===== src/hw/rtl/cvg_pkg.sv =====
// cvg_pkg: shared types and constants of the circle vertex generator
// holds the circle job record and the Q2.30 cos/sin table of 2*pi/n
// no dependencies
package cvg_pkg;

    // widths fixed by the item fields
    localparam int CoordW = 32;
    localparam int RadiusW = 31;
    localparam int SegW = 5;
    localparam int TrigW = 32;
    // offset is held saturated to +-2^32, so 34 bits signed
    localparam int OffW = 34;

    // one classified circle request, as it waits between front and back
    typedef struct packed {
        logic signed [CoordW-1:0]  center_x;
        logic signed [CoordW-1:0]  center_y;
        logic signed [CoordW-1:0]  center_z;
        logic        [RadiusW-1:0] radius;
        logic        [SegW-1:0]    seg;
        logic signed [TrigW-1:0]   cos_q;
        logic signed [TrigW-1:0]   sin_q;
        logic                      line;
        logic        [CoordW-1:0]  rgba;
    } t_job;

    // Q2.30 cos(2*pi/n), row 0 duplicates n = 1
    function automatic logic signed [TrigW-1:0] cos_q30(input logic [SegW-1:0] idx);
        logic signed [TrigW-1:0] v;
        case (idx)
            5'd0:  v = 32'sd1073741824;
            5'd1:  v = 32'sd1073741824;
            5'd2:  v = -32'sd1073741824;
            5'd3:  v = -32'sd536870912;
            5'd4:  v = 32'sd0;
            5'd5:  v = 32'sd331804471;
            5'd6:  v = 32'sd536870912;
            5'd7:  v = 32'sd669467077;
            5'd8:  v = 32'sd759250125;
            5'd9:  v = 32'sd822533958;
            5'd10: v = 32'sd868675383;
            5'd11: v = 32'sd903289103;
            5'd12: v = 32'sd929887697;
            5'd13: v = 32'sd950751168;
            5'd14: v = 32'sd967407956;
            5'd15: v = 32'sd980911963;
            5'd16: v = 32'sd992008094;
            5'd17: v = 32'sd1001234432;
            5'd18: v = 32'sd1008987269;
            5'd19: v = 32'sd1015563530;
            5'd20: v = 32'sd1021189159;
            default: v = 32'sd1026038487;
        endcase
        return v;
    endfunction

    // Q2.30 sin(2*pi/n), row 0 duplicates n = 1
    function automatic logic signed [TrigW-1:0] sin_q30(input logic [SegW-1:0] idx);
        logic signed [TrigW-1:0] v;
        case (idx)
            5'd0:  v = 32'sd0;
            5'd1:  v = 32'sd0;
            5'd2:  v = 32'sd0;
            5'd3:  v = 32'sd929887697;
            5'd4:  v = 32'sd1073741824;
            5'd5:  v = 32'sd1021189159;
            5'd6:  v = 32'sd929887697;
            5'd7:  v = 32'sd839485162;
            5'd8:  v = 32'sd759250125;
            5'd9:  v = 32'sd690187940;
            5'd10: v = 32'sd631129609;
            5'd11: v = 32'sd580508657;
            5'd12: v = 32'sd536870912;
            5'd13: v = 32'sd498992707;
            5'd14: v = 32'sd465879117;
            5'd15: v = 32'sd436730144;
            5'd16: v = 32'sd410903207;
            5'd17: v = 32'sd387880286;
            5'd18: v = 32'sd367241332;
            5'd19: v = 32'sd348643400;
            5'd20: v = 32'sd331804471;
            default: v = 32'sd316490959;
        endcase
        return v;
    endfunction

endpackage


===== src/hw/rtl/cvg_front.sv =====
// cvg_front: accepts circle requests, clamps the segment count, looks up cos/sin
// and holds up to two classified jobs for the back end
// depends on cvg_pkg
module cvg_front #(
    parameter int MAX_SEGMENTS = 20
) (
    input  logic                              i_clk,
    input  logic                              i_rst_n,
    input  logic                              push,
    output logic                              full,
    input  logic signed [cvg_pkg::CoordW-1:0] i_center_x,
    input  logic signed [cvg_pkg::CoordW-1:0] i_center_y,
    input  logic signed [cvg_pkg::CoordW-1:0] i_center_z,
    input  logic [cvg_pkg::RadiusW-1:0]       i_radius,
    input  logic [cvg_pkg::SegW-1:0]          i_segment_count,
    input  logic [cvg_pkg::CoordW-1:0]        i_rgba,
    input  logic                              i_line_mode,
    output logic                              o_job_valid,
    output cvg_pkg::t_job                     o_job,
    input  logic                              i_job_take
);

    localparam int Depth = 2;
    localparam int PtrW = $clog2(Depth);
    localparam int CntW = $clog2(Depth + 1);
    localparam logic [cvg_pkg::SegW-1:0] MaxSeg = cvg_pkg::SegW'(MAX_SEGMENTS);

    logic [cvg_pkg::SegW-1:0] w_seg;
    cvg_pkg::t_job            w_job;
    logic                     w_wr;
    logic                     w_rd;
    logic [PtrW-1:0]          r_wr_ptr;
    logic [PtrW-1:0]          r_rd_ptr;
    logic [CntW-1:0]          r_count;
    logic [PtrW-1:0]          n_wr_ptr;
    logic [PtrW-1:0]          n_rd_ptr;
    logic [CntW-1:0]          n_count;
    cvg_pkg::t_job            r_mem [Depth];

    // segment count: zero becomes one, saturate at the maximum
    always_comb begin
        w_seg = i_segment_count;
        if (w_seg == '0) begin
            w_seg = cvg_pkg::SegW'(1);
        end
        if (w_seg > MaxSeg) begin
            w_seg = MaxSeg;
        end
    end

    // classified job record
    always_comb begin
        w_job.center_x = i_center_x;
        w_job.center_y = i_center_y;
        w_job.center_z = i_center_z;
        w_job.radius   = i_radius;
        w_job.seg      = w_seg;
        w_job.cos_q    = cvg_pkg::cos_q30(w_seg);
        w_job.sin_q    = cvg_pkg::sin_q30(w_seg);
        w_job.line     = i_line_mode;
        w_job.rgba     = i_rgba;
    end

    // queue handshake
    assign full        = (r_count == CntW'(Depth));
    assign o_job_valid = (r_count != '0);
    assign o_job       = r_mem[r_rd_ptr];
    assign w_wr        = push & ~full;
    assign w_rd        = i_job_take & o_job_valid;

    // pointer and fill count update
    always_comb begin
        n_wr_ptr = w_wr ? r_wr_ptr + PtrW'(1) : r_wr_ptr;
        n_rd_ptr = w_rd ? r_rd_ptr + PtrW'(1) : r_rd_ptr;
        n_count  = r_count;
        if (w_wr && !w_rd) begin
            n_count = r_count + CntW'(1);
        end else if (!w_wr && w_rd) begin
            n_count = r_count - CntW'(1);
        end
    end

    always_ff @(posedge i_clk) begin
        if (!i_rst_n) begin
            r_wr_ptr <= '0;
            r_rd_ptr <= '0;
            r_count  <= '0;
        end else begin
            r_wr_ptr <= n_wr_ptr;
            r_rd_ptr <= n_rd_ptr;
            r_count  <= n_count;
        end
    end

    // queue storage
    always_ff @(posedge i_clk) begin
        if (w_wr) begin
            r_mem[r_wr_ptr] <= w_job;
        end
    end

endmodule


===== config.mk =====
export PLATFORM = sky130hd
export DESIGN_NAME = cvg_front
export DESIGN_NICKNAME = d
export VERILOG_FILES = /design/src/hw/rtl/cvg_pkg.sv /design/src/hw/rtl/cvg_front.sv
export SDC_FILE = /design/constraint.sdc
export NUM_CORES = 1
export LEC_CHECK = 0
export BUFFER_PORTS_ARGS = -buffer_cell sky130_fd_sc_hd__buf_2
export CAP_MARGIN = 20
export CORE_ASPECT_RATIO = 0.6
export CORE_MARGIN = 2
export CORE_UTILIZATION = 37
export CTS_CLUSTER_SIZE = 25
export DETAILED_ROUTE_END_ITERATION = 10
export PLACE_DENSITY = 0.64
export SYNTH_ARGS = -nofsm -noshare
export SYNTH_HDL_FRONTEND = slang
export SYNTH_SLANG_ARGS = --single-unit

===== constraint.sdc =====
create_clock -name i_clk -period 34.8 [get_ports i_clk]
set_clock_uncertainty 0.2 [all_clocks]
set_input_delay 1.74 -clock i_clk [delete_from_list [all_inputs] [get_ports i_clk]]
set_output_delay 1.74 -clock i_clk [all_outputs]
set_load 0.05 [all_outputs]

== After elaboration in Yosys (flattened, before gate mapping) ==
Memory sizes are Yosys's and may differ from the RTL's. A register that Yosys moved wholly into a read port is not among the register bits.
Index checks and enable logic that the tools add are counted.
Storage, ports and cells
  bits in registers: 4
  memory bits (writable): 458
  bits in read-only memories: 2016
  input bits: 169
  output and inout port bits: 231
  word-level logic and storage cells: 30
  memories: 3
Cells by class
  add/sub/neg operators: 4
  $lt $le $gt $ge: 1
  eq/ne operators: 1
  multiplexer cells: 8
  bitwise operators: 3
  reductions and logical operators: 7
Memory list
  (name not given): words 32, bits a word 32, rd ports 1, clocked after memory_dff 0, write ports 0, RTL line cvg_pkg.sv:30  | case (idx)
  (name not given): words 32, bits a word 31, rd ports 1, clocked after memory_dff 0, write ports 0, RTL line cvg_pkg.sv:60  | case (idx)
  r_mem: words 2, bits a word 229, rd ports 1, clocked after memory_dff 1, write ports 1, RTL line cvg_front.sv:38  | cvg_pkg::t_job r_mem [Depth];
Operators with widths (count)
  $mux 5: 2
  $gt 5x5->1 const B: 1
  $logic_not 5->1: 1
  $mux 1: 4
  $mux 2: 2
  $reduce_bool 2->1: 2
  $add 1x1->1 const B: 2
  $add 2x1->2 const B: 1
  $and 1x1->1: 2
  $eq 2x2->1 const B: 1
  $logic_and 1x1->1: 2
  $logic_not 1->1: 2
  $sub 2x1->2 const B: 1
  $not 1->1: 1

== Longest topological paths before layout ==
  word-level depth: 7
  gate-level depth with buffers: 12
  gate-level depth less buffers: 9

== Least setup slack after synthesis ==
Ideal clock, no wire load.
  path kind: in2reg
  from: input port push
  to: memory r_mem[0][0] (netlist name), enable pin
  library setup time: 0.820 ns
  arrival: 11.277 ns
  required time: 33.780 ns
  setup slack: 22.503 ns
  cell stages on the path: 2
  buffers on the path: 0
  path through: nand2_1 > nor2_1
On the way
  longest elaborated chain between the ends: 3
RTL lines
  start, declared: RTL line cvg_front.sv:9  | input logic push,
  $and 1x1->1: RTL line cvg_front.sv:68  | assign w_wr = push & ~full;
  $mux 1: RTL line cvg_front.sv:97  | if (w_wr) begin
  $mux 1 (not written as such): RTL line cvg_front.sv:98  | r_mem[r_wr_ptr] <= w_job;
  end, declared: RTL line cvg_front.sv:38
No other way between the ends.

==> out/metrics.sh <==
POWER.IR.VDD_WORST_mV=0.0456
STATIC-LEAKAGE-POWER_uW=0.00819
WL_PER_CELL_UM=20.0
PWR_CELL_AREA_nW_PER_UM2=84.5
COREAREA_UM2=49300
YS_WARNINGS=0
SYNTHESIS.NETS=1238
POSTLAYOUTCELLAREA_UM2=22500
SHARE_OF_SYNTHESIZED_AREA_OCCUPIED_BY_FLIP_FLOPS_AND_LATCHES_PCT=74.7
CTS_RESIZED=0
ROUTE.FINAL.WIRE_LENGTH_MM=42.6
TIGHTEST_SLEW_NS=0.992
PATH_BUF_INV=3
FINAL_CORE_UTIL_PCT=45.6
FIRSTDRTPASSITERS=5
NUMBER_OF_ANTENNA_VIOLATIONS_AT_THE_FIRST_CHECK_IN_GLOBAL_ROUTING=1
WORSTSETUPPATHTYPE='flip-flop to output port'
VIAS_PER_CELL=4.98
NUMBER_OF_GLOBAL_ROUTE_VIAS_BEFORE_REPAIR=10500
TIMING.MAX_CAP.VIOLATIONS=0
TRITONCTS_NUM_SINKS=461
CP_DATA_REQUIRED_TIME_NS=32.86
SYNTH_EDF_COUNT=456
CTS-ROOT-BUF='sky130_fd_sc_hd__clkbuf_16'
AVGSYNTHCELLAREA_UM2=17.4
GRT_MAX_DEGREE=162
HOLD_VIOLATION_COUNT_IN_THE_FINAL_REPORT=0
FIN_NETS=1630
CLK_TRANSITION_REPORTED_PATHS_NS=0.06
CRITPATHMAXSTAGEDELAY_NS=0.98
SETUP_TNS_NS=0
DP.FINAL_HPWL_MM=28.1
STATUS='finished clean'
DRIVE_ABOVE_1_SHARE_PCT=47.9
DIE_HEIGHT_UM=177
FIRST_ITER_VIOLATIONS=845
ASYNC_RESET_FF_SHARE_PCT=0
CRIT-REG2REG-LAUNCH='r_count[0]$_SDFFE_PN0P_'
START_UTIL_PCT=37.4
ACHIEVABLE-FREQUENCY_MHz=178
CLOCK_PATH_BUFFERS=3
CELL_COUNT_AFTER_SYNTHESIS=1060
CPLARGESTDELAYFAMILY='buffers and inverters'
AREA_DELTA_SYNTH_FINAL_PCT=21.7
POST-CTS-SETUP-BUFFER-COUNT=0
SETUP_VIOL_COUNT_FINAL=0
TIMING_MAX_TRANSITION_VIOLATIONS_FINAL=0
SYNTH.CELL_AREA_UM2=18500
GLOBALROUTETOTALUTIL_PCT=15.6
HOLD_BUFFERS=0
VIA_TOTAL_AFTER_DETAILED_ROUTING=10600
INSERTION_DELAY_NS=0.54
UNREPAIRED_SETUP_ENDPOINTS_AFTER_GLOBAL_ROUTING='false'
STARTPOINT_CLASS_OF_THE_CRITICAL_PATH='flip-flop'
DRT_DRC_VIOLATIONS_LEFT=0
PLACED_AREA_UM2=21100
CTS_BUFFERS=46
CRITICAL_PATH.ENDPOINT_TYPE='output port'
CTS_TREE='done'
DIE_AREA_UM2=51800
GRT-OVFL-TOTAL=0
CORE.ROWCOUNT=63
PATH_COMMON_CELL='sky130_fd_sc_hd__buf_4'
N_FILL_CELL=4371
YOSYS_REGISTER_BITS=461
ANTENNA_VIOLATING_NETS_POST_ROUTE=0
HOLD_PATH_CLASS='flip-flop to flip-flop'
HOLD_PATH.STARTPOINT='r_count[1]$_SDFFE_PN0P_'
TIMING.CRITICAL_PATH.SLOWEST_STAGE_CELL='sky130_fd_sc_hd__dfxtp_4'
YS_TYPES=59
PORT-BUFFER-COUNT=398
WORST-PATH-MAX-FANOUT=72
LAYOUT_WORST_PATH_CYCLE_SHARE_PCT=16.1
GP_ROUTABILITY_CONGESTION=0.890
CRITPATHARRIVALTIME_NS=3.66
HTREE_NUM_LEVELS=2
CELL_CHAIN_OF_THE_CRITICAL_PATH='buf_4 -> buf_4 -> mux2_2 -> buf_2'
SYNTHFLOPTYPE='sky130_fd_sc_hd__edfxtp_1'
MIN_PERIOD_NS=5.60
GRT_PASS1_WL_MM=62.6
IO_PINS=400
WORST_SLEW_MARGIN_REL_PCT=33.9
DIE_WIDTH_UM=292
## worst min-delay path, delay by kind of cell (launching register included)
family	cells	cell delay, ns
AOI/OAI and AO/OA	2	0.18
DFF	1	0.33
## cell type report
cell class / count / area (um^2) / area share (%)
well taps: 650 / 813 / 3.62
multi-input cells: 523 / 4320 / 19.2
flip-flops and latches: 461 / 13800 / 61.4
clock inverters: 24 / 224 / 0.996
inverters: 11 / 41.3 / 0.184
repair buffers: 409 / 2090 / 9.28
diodes: 1 / 2.50 / 0.0111
clock buffers: 54 / 1200 / 5.35
## cells in the final DEF, fill, tap and decap left out, types with 3 or more instances in the layout
master                      Yosys  final
sky130_fd_sc_hd__nand2_1       43     43
sky130_fd_sc_hd__a21oi_1       34     34
sky130_fd_sc_hd__inv_1          6      6
sky130_fd_sc_hd__clkinv_2       0      6
sky130_fd_sc_hd__bufinv_16      0      4
sky130_fd_sc_hd__nand3_1        5      5
sky130_fd_sc_hd__a211oi_1       5      5
sky130_fd_sc_hd__mux2i_1        5      5
sky130_fd_sc_hd__inv_2          5      5
sky130_fd_sc_hd__o21ai_0       16     16
sky130_fd_sc_hd__nand2b_1      16     16
sky130_fd_sc_hd__o211ai_1       3      3
sky130_fd_sc_hd__dfxtp_1        5      4
sky130_fd_sc_hd__o21a_1         6      6
sky130_fd_sc_hd__mux2_2       228    228
sky130_fd_sc_hd__ha_1           9      9
sky130_fd_sc_hd__clkbuf_1       9      7
sky130_fd_sc_hd__xnor2_1        4      4
sky130_fd_sc_hd__edfxtp_1     456    456
sky130_fd_sc_hd__nor2b_1       12     12
sky130_fd_sc_hd__a31oi_1        8      8
sky130_fd_sc_hd__o31ai_1        3      3
sky130_fd_sc_hd__a221oi_1       4      4
sky130_fd_sc_hd__and2_1         7      7
sky130_fd_sc_hd__clkbuf_16      0     47
sky130_fd_sc_hd__a21o_1         5      5
sky130_fd_sc_hd__clkinv_1       0     10
sky130_fd_sc_hd__o22ai_1       12     12
sky130_fd_sc_hd__nor3_1         5      5
sky130_fd_sc_hd__o21ai_1       17     17
sky130_fd_sc_hd__a22oi_1        4      4
sky130_fd_sc_hd__buf_2         48    398
sky130_fd_sc_hd__nor2_1        34     33
sky130_fd_sc_hd__buf_4          6     10
sky130_fd_sc_hd__or3_1          3      3
sky130_fd_sc_hd__a21boi_1       3      3
## synth_stat cells, types with 2 or more instances
master	count	area (um^2)
sky130_fd_sc_hd__a21boi_1	3	22.5
sky130_fd_sc_hd__buf_4	6	45.0
sky130_fd_sc_hd__and2b_1	2	15.0
sky130_fd_sc_hd__or2_1	2	12.5
sky130_fd_sc_hd__ha_1	9	113
sky130_fd_sc_hd__nand3_1	5	25.0
sky130_fd_sc_hd__and3_1	2	12.5
sky130_fd_sc_hd__nand2b_1	16	100
sky130_fd_sc_hd__and2_1	7	43.8
sky130_fd_sc_hd__o22a_1	2	17.5
sky130_fd_sc_hd__or2_2	2	12.5
sky130_fd_sc_hd__nand2_1	43	161
sky130_fd_sc_hd__o21ai_1	17	85.1
sky130_fd_sc_hd__xnor2_1	4	35.0
sky130_fd_sc_hd__a31oi_1	8	50.1
sky130_fd_sc_hd__o21ai_0	16	80.1
sky130_fd_sc_hd__nor2_1	34	128
sky130_fd_sc_hd__or3_1	3	18.8
sky130_fd_sc_hd__o31ai_1	3	22.5
sky130_fd_sc_hd__inv_2	5	18.8
sky130_fd_sc_hd__edfxtp_1	456	13700
sky130_fd_sc_hd__inv_1	6	22.5
sky130_fd_sc_hd__o21a_1	6	45.0
sky130_fd_sc_hd__mux2i_1	5	50.1
sky130_fd_sc_hd__nor2b_1	12	75.1
sky130_fd_sc_hd__nor3_1	5	25.0
sky130_fd_sc_hd__nor4_1	2	12.5
sky130_fd_sc_hd__a21o_1	5	37.5
sky130_fd_sc_hd__dfxtp_1	5	100
sky130_fd_sc_hd__a22oi_1	4	30.0
sky130_fd_sc_hd__mux2_2	228	2570
sky130_fd_sc_hd__buf_2	48	240
sky130_fd_sc_hd__a21oi_1	34	170
sky130_fd_sc_hd__a221oi_1	4	35.0
sky130_fd_sc_hd__o211ai_1	3	22.5
sky130_fd_sc_hd__a211oi_1	5	37.5
sky130_fd_sc_hd__o22ai_1	12	75.1
sky130_fd_sc_hd__a2bb2oi_1	2	17.5
sky130_fd_sc_hd__clkbuf_1	9	33.8
## report_power, final
part	internal, uW	switching (uW)	leakage (uW)
sequential	715	28.7	0.00430
clock	276	202	0.000698
combinational	176	503	0.00319
total	1170	734	0.00819
## registers in the layout, summed over array words and instances (netlist names), named ones only
name,count
r_rd_ptr,1
r_count,2
r_wr_ptr,1
r_mem,456
## cell families after synthesis
kind of cell	Yosys count	synth area share [%]
other	1	0.0203
AO/OA/AOI/OAI	137	4.69
XOR/XNOR	5	0.237
multiplexers	233	14.2
AND/OR/NAND/NOR	138	3.59
adder cells (fa/ha/maj)	9	0.609
flip-flops	461	74.7
buffers and inverters	76	2.03
## routing by layer
metal	up-vias	track usage, %	routed length [um]
li1	4883	-	-
met1	5280	22.4	19000
met2	406	24.3	19700
met3	57	3.84	3170
met4	2	3.10	636
met5	-	0	16
## stage by stage
stage / setup slack [ns] / total power [uW] / hold slack, ns / cells
floorplan: 22.50 / 1310 / 0.273 / 1060
global placement: 29.48 / 1440 / 0.287 / 2054
detailed placement: 29.43 / 1440 / 0.348 / 2054
CTS: 29.08 / 1930 / 0.357 / 2132
global route: 28.94 / 1980 / 0.386 / 2132
finish: 29.20 / 1900 / 0.355 / 2133
## worst paths after layout
check,end,slack [ns],cells past startpoint
hold reg to reg,r_count[1]$_SDFFE_PN0P_,0.36,2
setup / recovery,o_job[105],29.20,4
hold / removal,r_count[1]$_SDFFE_PN0P_,0.36,2
setup reg to reg,r_mem[1][196]$_DFFE_PP_,31.29,4
No activity file was read; power rests on OpenSTA's default activity.
